### src/hdl/kmpd_pkg.sv
// ----------------------------------------------------------------------------
// kmpd_pkg
// Types, constants and the key code ROM shared by the packet decoder.
// ----------------------------------------------------------------------------
package kmpd_pkg;

  localparam int unsigned AsciiTableSize = 115;

  localparam logic [7:0] ThreshReset = 8'd248;
  localparam logic [9:0] XLimitReset = 10'd640;
  localparam logic [9:0] YLimitReset = 10'd400;
  localparam logic [9:0] PosXReset   = 10'd320;
  localparam logic [9:0] PosYReset   = 10'd200;

  typedef enum logic [1:0] {
    REG_THRESH = 2'd0,
    REG_XLIMIT = 2'd1,
    REG_YLIMIT = 2'd2
  } reg_idx_e;

  typedef enum logic [2:0] {
    PH_IDLE   = 3'b001,
    PH_WAIT_X = 3'b010,
    PH_WAIT_Y = 3'b100
  } phase_e;

  typedef struct packed {
    phase_e     phase;
    logic [9:0] pos_x;
    logic [9:0] pos_y;
    logic       fault;
  } state_t;

  typedef struct packed {
    logic [7:0] thresh;
    logic [9:0] x_limit;
    logic [9:0] y_limit;
  } cfg_t;

  typedef struct packed {
    logic       entry_valid;
    logic [7:0] scan_code;
    logic [6:0] ascii_char;
    logic [9:0] pointer_x;
    logic [9:0] pointer_y;
    logic       fault;
  } result_t;

  function automatic logic [6:0] key_ascii(input logic [7:0] code);
    logic [6:0] a;
    case (code)
      8'd1:    a = 7'h1B;
      8'd2:    a = 7'h31;
      8'd3:    a = 7'h32;
      8'd4:    a = 7'h33;
      8'd5:    a = 7'h34;
      8'd6:    a = 7'h35;
      8'd7:    a = 7'h36;
      8'd8:    a = 7'h37;
      8'd9:    a = 7'h38;
      8'd10:   a = 7'h39;
      8'd11:   a = 7'h30;
      8'd12:   a = 7'h2D;
      8'd13:   a = 7'h3D;
      8'd14:   a = 7'h08;
      8'd15:   a = 7'h09;
      8'd16:   a = 7'h71;
      8'd17:   a = 7'h77;
      8'd18:   a = 7'h65;
      8'd19:   a = 7'h72;
      8'd20:   a = 7'h74;
      8'd21:   a = 7'h79;
      8'd22:   a = 7'h75;
      8'd23:   a = 7'h69;
      8'd24:   a = 7'h6F;
      8'd25:   a = 7'h70;
      8'd26:   a = 7'h5B;
      8'd27:   a = 7'h5D;
      8'd28:   a = 7'h0D;
      8'd30:   a = 7'h61;
      8'd31:   a = 7'h73;
      8'd32:   a = 7'h64;
      8'd33:   a = 7'h66;
      8'd34:   a = 7'h67;
      8'd35:   a = 7'h68;
      8'd36:   a = 7'h6A;
      8'd37:   a = 7'h6B;
      8'd38:   a = 7'h6C;
      8'd39:   a = 7'h3B;
      8'd40:   a = 7'h27;
      8'd41:   a = 7'h60;
      8'd43:   a = 7'h5C;
      8'd44:   a = 7'h7A;
      8'd45:   a = 7'h78;
      8'd46:   a = 7'h63;
      8'd47:   a = 7'h76;
      8'd48:   a = 7'h62;
      8'd49:   a = 7'h6E;
      8'd50:   a = 7'h6D;
      8'd51:   a = 7'h2C;
      8'd52:   a = 7'h2E;
      8'd53:   a = 7'h2F;
      8'd57:   a = 7'h20;
      8'd74:   a = 7'h2D;
      8'd78:   a = 7'h2B;
      8'd83:   a = 7'h7F;
      8'd99:   a = 7'h28;
      8'd100:  a = 7'h29;
      8'd101:  a = 7'h2F;
      8'd102:  a = 7'h2A;
      8'd103:  a = 7'h37;
      8'd104:  a = 7'h38;
      8'd105:  a = 7'h39;
      8'd106:  a = 7'h34;
      8'd107:  a = 7'h35;
      8'd108:  a = 7'h36;
      8'd109:  a = 7'h31;
      8'd110:  a = 7'h32;
      8'd111:  a = 7'h33;
      8'd112:  a = 7'h30;
      8'd113:  a = 7'h2E;
      8'd114:  a = 7'h0D;
      default: a = 7'h00;
    endcase
    return a;
  endfunction

endpackage

### src/hdl/kmpd_core.sv
// ----------------------------------------------------------------------------
// kmpd_core
// Decodes one received byte against the current state: key entries, mouse
// header detection, clamped pointer updates and the sticky fault.
// ----------------------------------------------------------------------------
module kmpd_core (
  input  logic [7:0]       rx_byte_i,
  input  logic             irq_flag_i,
  input  kmpd_pkg::state_t state_i,
  input  kmpd_pkg::cfg_t   cfg_i,
  output kmpd_pkg::state_t state_o,
  output kmpd_pkg::result_t result_o
);
  import kmpd_pkg::*;

  logic              valid;
  logic [7:0]        code;
  logic [6:0]        ascii;
  logic signed [11:0] delta;
  logic signed [11:0] sum_x;
  logic signed [11:0] sum_y;
  logic [9:0]        clamp_x;
  logic [9:0]        clamp_y;

  assign delta = 12'(signed'(rx_byte_i));
  assign sum_x = signed'({2'b00, state_i.pos_x}) + delta;
  assign sum_y = signed'({2'b00, state_i.pos_y}) + delta;

  always_comb begin
    if (sum_x < 0) begin
      clamp_x = '0;
    end else if (sum_x > signed'({2'b00, cfg_i.x_limit})) begin
      clamp_x = cfg_i.x_limit;
    end else begin
      clamp_x = sum_x[9:0];
    end
    if (sum_y < 0) begin
      clamp_y = '0;
    end else if (sum_y > signed'({2'b00, cfg_i.y_limit})) begin
      clamp_y = cfg_i.y_limit;
    end else begin
      clamp_y = sum_y[9:0];
    end
  end

  always_comb begin
    state_o = state_i;
    valid   = 1'b0;
    code    = '0;
    ascii   = '0;
    if (!state_i.fault) begin
      if (!irq_flag_i) begin
        state_o.fault = 1'b1;
      end else begin
        case (state_i.phase)
          PH_IDLE: begin
            if (rx_byte_i < cfg_i.thresh) begin
              if (!rx_byte_i[7]) begin
                valid = 1'b1;
                code  = rx_byte_i;
                ascii = (32'(rx_byte_i) < AsciiTableSize) ? key_ascii(rx_byte_i) : 7'h00;
              end
            end else begin
              valid         = 1'b1;
              code          = rx_byte_i;
              state_o.phase = PH_WAIT_X;
            end
          end
          PH_WAIT_X: begin
            state_o.pos_x = clamp_x;
            state_o.phase = PH_WAIT_Y;
          end
          default: begin
            state_o.pos_y = clamp_y;
            state_o.phase = PH_IDLE;
          end
        endcase
      end
    end
  end

  assign result_o.entry_valid = valid;
  assign result_o.scan_code   = code;
  assign result_o.ascii_char  = ascii;
  assign result_o.pointer_x   = state_o.pos_x;
  assign result_o.pointer_y   = state_o.pos_y;
  assign result_o.fault       = state_o.fault;

endmodule

### src/hdl/keyboard_mouse_packet_decoder.sv
// ----------------------------------------------------------------------------
// keyboard_mouse_packet_decoder
// Keyboard scan code and relative mouse packet decoder with stream ports.
// ----------------------------------------------------------------------------
// Pipeline: input register, then result register; one result per input byte.
// Throughput: one byte per cycle while m_axis_tready does not stall the
//   result register; the phase and pointer update is combinational between
//   the input and result registers.
// Reset: phase idle, pointer at 320/200, fault clear, registers at defaults;
//   no clearing pass, usable from the first cycle after reset.
module keyboard_mouse_packet_decoder (
  input  logic        clk_i,
  input  logic        rst_ni,
  input  logic        s_axis_tvalid,
  output logic        s_axis_tready,
  input  logic [7:0]  s_axis_tdata,  // [7:0] rx_byte
  input  logic        s_axis_tuser,  // [0] irq_flag
  output logic        m_axis_tvalid,
  input  logic        m_axis_tready,
  // [7:0] scan_code, [14:8] ascii_char, [24:15] pointer_x, [34:25] pointer_y,
  // [39:35] zero
  output logic [39:0] m_axis_tdata,
  output logic [1:0]  m_axis_tuser,  // [0] entry_valid, [1] fault
  input  logic        cfg_valid_i,
  output logic        cfg_ready_o,
  input  logic [1:0]  cfg_index_i,
  input  logic [9:0]  cfg_data_i
);
  import kmpd_pkg::*;

  logic       in_vld_q, in_vld_d;
  logic [7:0] in_byte_q;
  logic       in_irq_q;
  logic       out_vld_q, out_vld_d;
  result_t    out_q;
  state_t     state_q, state_d;
  cfg_t       cfg_q;
  result_t    result;
  logic       out_adv;

  kmpd_core u_core (
    .rx_byte_i  (in_byte_q),
    .irq_flag_i (in_irq_q),
    .state_i    (state_q),
    .cfg_i      (cfg_q),
    .state_o    (state_d),
    .result_o   (result)
  );

  assign out_adv       = !out_vld_q || m_axis_tready;
  assign s_axis_tready = !in_vld_q || out_adv;
  assign cfg_ready_o   = 1'b1;

  always_comb begin
    in_vld_d  = s_axis_tready ? s_axis_tvalid : in_vld_q;
    out_vld_d = out_adv ? in_vld_q : out_vld_q;
  end

  always_ff @(posedge clk_i or negedge rst_ni) begin
    if (!rst_ni) begin
      in_vld_q      <= 1'b0;
      out_vld_q     <= 1'b0;
      state_q.phase <= PH_IDLE;
      state_q.pos_x <= PosXReset;
      state_q.pos_y <= PosYReset;
      state_q.fault <= 1'b0;
      cfg_q.thresh  <= ThreshReset;
      cfg_q.x_limit <= XLimitReset;
      cfg_q.y_limit <= YLimitReset;
    end else begin
      in_vld_q  <= in_vld_d;
      out_vld_q <= out_vld_d;
      if (out_adv && in_vld_q) begin
        state_q <= state_d;
      end
      if (cfg_valid_i) begin
        case (cfg_index_i)
          REG_THRESH: cfg_q.thresh  <= cfg_data_i[7:0];
          REG_XLIMIT: cfg_q.x_limit <= cfg_data_i;
          REG_YLIMIT: cfg_q.y_limit <= cfg_data_i;
          default:    ;
        endcase
      end
    end
  end

  always_ff @(posedge clk_i) begin
    if (s_axis_tready && s_axis_tvalid) begin
      in_byte_q <= s_axis_tdata;
      in_irq_q  <= s_axis_tuser;
    end
    if (out_adv && in_vld_q) begin
      out_q <= result;
    end
  end

  assign m_axis_tvalid = out_vld_q;
  assign m_axis_tdata  = {5'b00000, out_q.pointer_y, out_q.pointer_x,
                          out_q.ascii_char, out_q.scan_code};
  assign m_axis_tuser  = {out_q.fault, out_q.entry_valid};

  a_fault_sticky : assert property (@(posedge clk_i) disable iff (!rst_ni)
    state_q.fault |=> state_q.fault)
    else $error("fault flag cleared");

  a_frozen_pos : assert property (@(posedge clk_i) disable iff (!rst_ni)
    state_q.fault |=> $stable(state_q.pos_x) && $stable(state_q.pos_y))
    else $error("pointer moved after fault");

  a_entry_no_fault : assert property (@(posedge clk_i) disable iff (!rst_ni)
    out_vld_q && out_q.entry_valid |-> !out_q.fault)
    else $error("entry emitted with fault set");

  a_phase_no_entry : assert property (@(posedge clk_i) disable iff (!rst_ni)
    out_adv && in_vld_q && state_q.phase != PH_IDLE |=> !out_q.entry_valid)
    else $error("entry emitted during mouse delta byte");

endmodule

### config.mk
export PLATFORM = sky130hd
export DESIGN_NAME = keyboard_mouse_packet_decoder
export DESIGN_NICKNAME = d
export VERILOG_FILES = /design/src/hdl/kmpd_pkg.sv /design/src/hdl/kmpd_core.sv /design/src/hdl/keyboard_mouse_packet_decoder.sv
export SDC_FILE = /design/constraint.sdc
export NUM_CORES = 1
export LEC_CHECK = 0
export ABC_AREA = 1
export BUFFER_PORTS_ARGS = -buffer_cell sky130_fd_sc_hd__buf_4
export CAP_MARGIN = 5
export CELL_PAD_IN_SITES_DETAIL_PLACEMENT = 1
export CELL_PAD_IN_SITES_GLOBAL_PLACEMENT = 1
export CORE_ASPECT_RATIO = 0.9
export CORE_MARGIN = 2
export CORE_UTILIZATION = 30
export CTS_CLUSTER_SIZE = 25
export DETAILED_ROUTE_END_ITERATION = 12
export PLACE_DENSITY = 0.65
export SLEW_MARGIN = 30
export SYNTH_ARGS = -nofsm -noshare
export SYNTH_HDL_FRONTEND = slang
export SYNTH_SLANG_ARGS = --single-unit
### constraint.sdc
create_clock -name clk_i -period 4.2 [get_ports clk_i]
set_input_delay 0.21 -clock clk_i [delete_from_list [all_inputs] [get_ports clk_i]]
set_output_delay 0.21 -clock clk_i [all_outputs]
set_load 0.005 [all_outputs]
Word-level counts from Yosys, hierarchy flattened
Memory sizes are Yosys's and may differ from the RTL's. A register that Yosys moved wholly into a read port is not among the register bits.
Index checks and enable logic that the tools add are counted.
Widths: inputs -> output; s select.
{ "word_totals": {"elab_cells": 64, "register_bits": 93, "rom_bits": 896, "output_inout_bits": 45, "memories": 1, "in_bits": 26} }
{ "classes": {"n_eq_ne": 5, "reduce_logical": 14, "mux": 15, "bitwise": 5, "magnitude_cmp": 6, "add_sub_neg": 2} }
{ "mem_list": {"columns": ["name", "words", "word_bits", "read_ports", "rd_clocked_by_memory_dff", "write_ports", "line_no", "source"], "rows": [
  ["(name not given)", 128, 7, 1, 1, 0, "kmpd_pkg.sv:51", "case (code)"]
]} }
{ "op_table": {"columns": ["operator", "n"], "rows": [
  ["$mux 10", 6],
  ["$add 11x8->12", 2],
  ["$gt 12x11->1", 2],
  ["$lt 12x1->1 const B", 2],
  ["$mux 21", 1],
  ["$mux 20", 1],
  ["$lt 8x7->1 const B", 1],
  ["$lt 8x8->1", 1],
  ["$mux 8", 1],
  ["$mux 7", 1],
  ["$pmux 3 s2", 1],
  ["$reduce_and 2->1", 3],
  ["$reduce_or 6->1", 1],
  ["$not 1->1", 5],
  ["$reduce_and 4->1", 1],
  ["$eq 3x1->1 const B", 1],
  ["$eq 3x2->1 const B", 1],
  ["$mux 1", 3],
  ["$mux 3", 1],
  ["$reduce_or 3->1", 1],
  ["$eq 2x1->1 const B", 1],
  ["$eq 2x2->1 const B", 1],
  ["$logic_and 1x1->1", 2],
  ["$logic_not 1->1", 2],
  ["other kinds (4)", 5]
]} }

Logic depth before layout (Yosys ltp)
{ "depth": {"word_depth": 7, "mapped_depth": 20, "ltp_nobuf": 20} }

Modules after synthesis
From an unflattened synthesis, not the netlist that was laid out.
{ "hier_totals": {"hier_cells": 927, "hier_area_um2": 7323.3} }
{ "modules_own_cells": {"columns": ["module", "cells_each", "seq_area_each_um2", "instances", "area_each_um2"], "rows": [
  ["keyboard_mouse_packet_decoder", 293, 2752.6, 1, 3702.3],
  ["kmpd_core", 634, 0.0, 1, 3621.0]
]} }

Worst setup path after synthesis
Ideal clock, no wire load.
{ "synth_timing": {"kind": "register to register", "start": "register in_byte_q[1]", "end": "register out_q (netlist bit m_axis_tdata[15]) (data pin)", "t_required_ns": 3.944, "synth_period_minus_slack_ns": 3.093, "setup_time_ns": 0.256, "n_path_buf": 1, "stages_incl_launch_ff": 16, "t_arrival_ns": 2.838, "setup_slack_ns": 1.107, "cell_sequence": "edfxtp_1 inv_1 fa_1 inv_1 a21oi_1 o21bai_1 xor2_1 inv_1 ha_1 nand2_1 inv_1 a41oi_4 buf_6 nand3_1 nand3_1 nand2_2"} }
{ "synth_rtl": {"columns": ["item", "line_no", "source"], "rows": [
  ["from (decl)", "keyboard_mouse_packet_decoder.sv:32", "logic [7:0] in_byte_q;"],
  ["from (signal assigned)", "keyboard_mouse_packet_decoder.sv:89", "in_byte_q <= s_axis_tdata;"],
  ["to (signal assigned)", "keyboard_mouse_packet_decoder.sv:93", "out_q <= result;"],
  ["to (decl)", "keyboard_mouse_packet_decoder.sv:35", "result_t out_q;"]
]} }

==> summary.md <==
| Metric | Value |
|---|---|
| Worst Setup Path Type | flip-flop to flip-flop |
| CTS tree | done |
| Multi-input gate area | 3540 um^2 |
| Num CTS Buffers | 9 |
| Max Buffers Root-to-Sink | 2 |
| Share of layout cells above drive strength 1 | 0.177 |
| Root Buffer | clkbuf_16 |
| Crit Path Max Fanout | 11 |
| I/O pin cnt | 71 |
| Worst r2r src | in_byte_q[0]$_DFFE_PP_ |
| Worst Setup End Kind | flip-flop |
| Port Buf Inserts | 64 |
| Area of the mapped netlist | 6990 um^2 |
| Post-Synthesis Cells | 863 |
| Top-area cell type share of the netlist area | 0.197 |
| Final Max Slew Viols | 0 |
| Core area | 22700 um^2 |
| Period Utilization, post-route | 0.855 |
| Pin count of the biggest net entering global routing | 55 |
| Yosys Warn Count | 0 |
| Post-synth EDFFs | 46 |
| Worst Path Required | 4.49 ns |
| Setup TNS | 0 ns |
| CTS sink count | 100 |
| Initial Util | 0.308 |
| Post-DP Area | 7760 um^2 |
| Distinct cells, synth | 49 |
| Commonest cells after routing, fill and taps aside | 203 x nand2_1, 121 x inv_1, 80 x buf_4 |
| Syn_area_per_cell | 8.10 um^2 |
| Post-detail-place hpwl | 16400 um |
| Status | complete, no violations |
| Ant. Diodes | 0 |
| Die H | 149 um |
| DR DRC count | 0 |
| Worst Setup EP | state_q[11]$_DFFE_PN0P_ |
| Cts repair resizes | 0 |
| Gr ovfl total | 0 |
| Setup bufs post-CTS | 0 |
| Initial DRC Count | 346 |
| #FFs+latches synth | 100 |
| Die width | 165 um |
| RSZ-0062 raised after global routing | false |
| Synth Flop Type | edfxtp_1 |
| FF-to-FF path depth | 19 |
| Worst slew pin tran | 0.796 ns |
| Tot Pwr | 2.74 mW |
| Number of detailed-route iterations in the first pass | 4 |
| Final worst slack | 0.609 ns |
| Hold Vio Cnt, Final | 0 |
| Vias in the first global route | 6281 |
| Via count | 6044 |
| Clock Skew | 0.00736 ns |
| Maximum VDD drop | 0.171 mV |
| CTS Hold Buffers Added | 1 |
| Die ar. | 24600 um^2 |
| Area Overhead vs Synth | 15.6% |
| Final Setup Violations | 0 |
| Clk_lat worst skew | 0.36 ns |
| Fin crit period | 3.59 ns |
| Nets | 1014 |
| Max Cap Viol | 0 |
| Achievable frequency | 0.278 GHz |
| Std-Cell Rows | 52 |
| WL final | 21400 um |
| Fin area | 8080 um^2 |
| Dpl ws | 0.646 ns |
| Pleak | 3.89 nW |
| Total track usage | 0.182 |
| Global-route wire length before repair | 34400 um |
| H-tree levels | 3 |
| Slew HR | 0.466 |
| Yosys top cell by area | edfxtp_1 |
| Seq/Total Area, Yosys | 0.394 |
| Worst endpoint data arrival time | 3.88 ns |
| Vias per cell | 4.92 |
| CP startpoint kind | flip-flop |
| Crit path from | in_byte_q[0]$_DFFE_PP_ |
| Initial antenna violation count | 0 |
| Routed WL per cell | 17.5 um |
| Ranking of synthesized cells by area | edfxtp_1 20%, dfrtp_1 14%, nand2_1 11% |
| Clk slew on worst S/H paths | 0.07 ns |
| Antenna Violating Nets Remaining | 0 |
| Asr flop ratio synth | 0.540 |
| Placer Congestion | 0.902 |
| Setup slack, reg-to-reg | 0.61 ns |
| Commonest non-fill, non-tap cell in the layout | nand2_1 |
| Storage element area | 2750 um^2 |
| Hold WC Path Type | input port to flip-flop |
| RR Endpoint | state_q[11]$_DFFE_PN0P_ |
| PwrDens | 339 nW/um^2 |
| Layout filler cell count | 2737 |
[routing by layer]
metal	global-route usage	vias up	wire length, um	part of all wire
li1	-	2981	-	-
met1	0.264	2935	10800	0.50
met2	0.282	110	9550	0.45
met3	0.0272	18	774	0.036
met4	0.0457	0	310	0.014
met5	0	-	0	0
[cell usage after synthesis (all sizes together) (3+ instances only)]
| cell | number |
|---|---|
| clkbuf | 14 |
| o211ai | 6 |
| nand4 | 20 |
| dfstp | 16 |
| ha | 60 |
| o22ai | 7 |
| edfxtp | 46 |
| o21ai | 65 |
| a31o | 3 |
| dfrtp | 38 |
| a21oi | 35 |
| nor3 | 5 |
| o31ai | 3 |
| xor2 | 10 |
| o21bai | 6 |
| a211oi | 10 |
| nor2 | 56 |
| nand3 | 62 |
| a221oi | 7 |
| nand2 | 221 |
| inv | 130 |
| buf | 18 |
| xnor2 | 6 |
[state kept, by name (all words and copies together) (netlist names)]
| name | flops |
|---|---|
| cfg_q | 28 |
| m_axis_tvalid | 1 |
| m_axis_tuser | 2 |
| in_byte_q | 8 |
| in_vld_q | 1 |
| m_axis_tdata | 35 |
| in_irq_q | 1 |
| state_q | 24 |
[stage by stage]
step                 util  std cells  hold slack, ns
floorplan               -        867         -0.0856
global placement    0.342       1211           0.341
detailed placement  0.342       1211           0.345
CTS                 0.356       1228          0.0107
global route        0.356       1228          0.0145
finish              0.356       1228          0.0302
[worst max-delay path: stages, from the launching register on]
cell      delay [ns]
edfxtp_1        0.46
buf_4           0.25
ha_1            0.21
inv_1           0.06
fa_1            0.44
inv_1           0.10
a21oi_1         0.10
o21bai_1        0.17
xor2_1          0.22
inv_1           0.06
ha_1            0.27
nand2_1         0.10
inv_1           0.10
a41oi_4         0.35
nand2_2         0.22
nand2_1         0.10
nand3_1         0.09
nand2_2         0.09
nand2_1         0.05
nand2_1         0.07
[layout make-up]
class                   count  area share
multi-input cells         602       0.438
repair buffers             81      0.0755
flip-flops and latches    100       0.341
clock inverters             5     0.00712
inverters                 132      0.0613
well taps                 297      0.0460
clock buffers              11      0.0314
[how the worst min path moves through the flow]
| stage | cells past startpoint | endpoint | start | slack (ns) |
|---|---|---|---|---|
| finish | 1 | in_byte_q[0]$_DFFE_PP_ | s_axis_tdata[0] | 0.03 |
| global route | 1 | in_byte_q[0]$_DFFE_PP_ | s_axis_tdata[0] | 0.01 |
| CTS | 1 | in_byte_q[0]$_DFFE_PP_ | s_axis_tdata[0] | 0.01 |
| detailed placement | 1 | state_q[14]$_DFFE_PN0P_ | rst_ni | 0.34 |
| global placement | 1 | state_q[14]$_DFFE_PN0P_ | rst_ni | 0.34 |
| floorplan | 0 | cfg_q[0]$_DFFE_PN0P_ | rst_ni | -0.09 |
[kinds of logic after synthesis]
kind of cell | count (synthesis) | synth area share
xor gates and xnor gates | 16 | 0.0200
muxes | 1 | 0.00161
buffers and inverters | 165 | 0.103
AOI/OAI and AO/OA | 150 | 0.133
adders and majority gates | 62 | 0.113
and+or+nand+nor | 367 | 0.234
other | 2 | 0.00107
DFF | 100 | 0.394
[where the power goes]
group          internal, mW  leakage (nW)  switching [mW]  total, mW
sequential             1.14          1.11          0.0476       1.18
clock                 0.501         0.152           0.396      0.897
combinational         0.231          2.63           0.427      0.658
(Power assumes the default switching activity.)
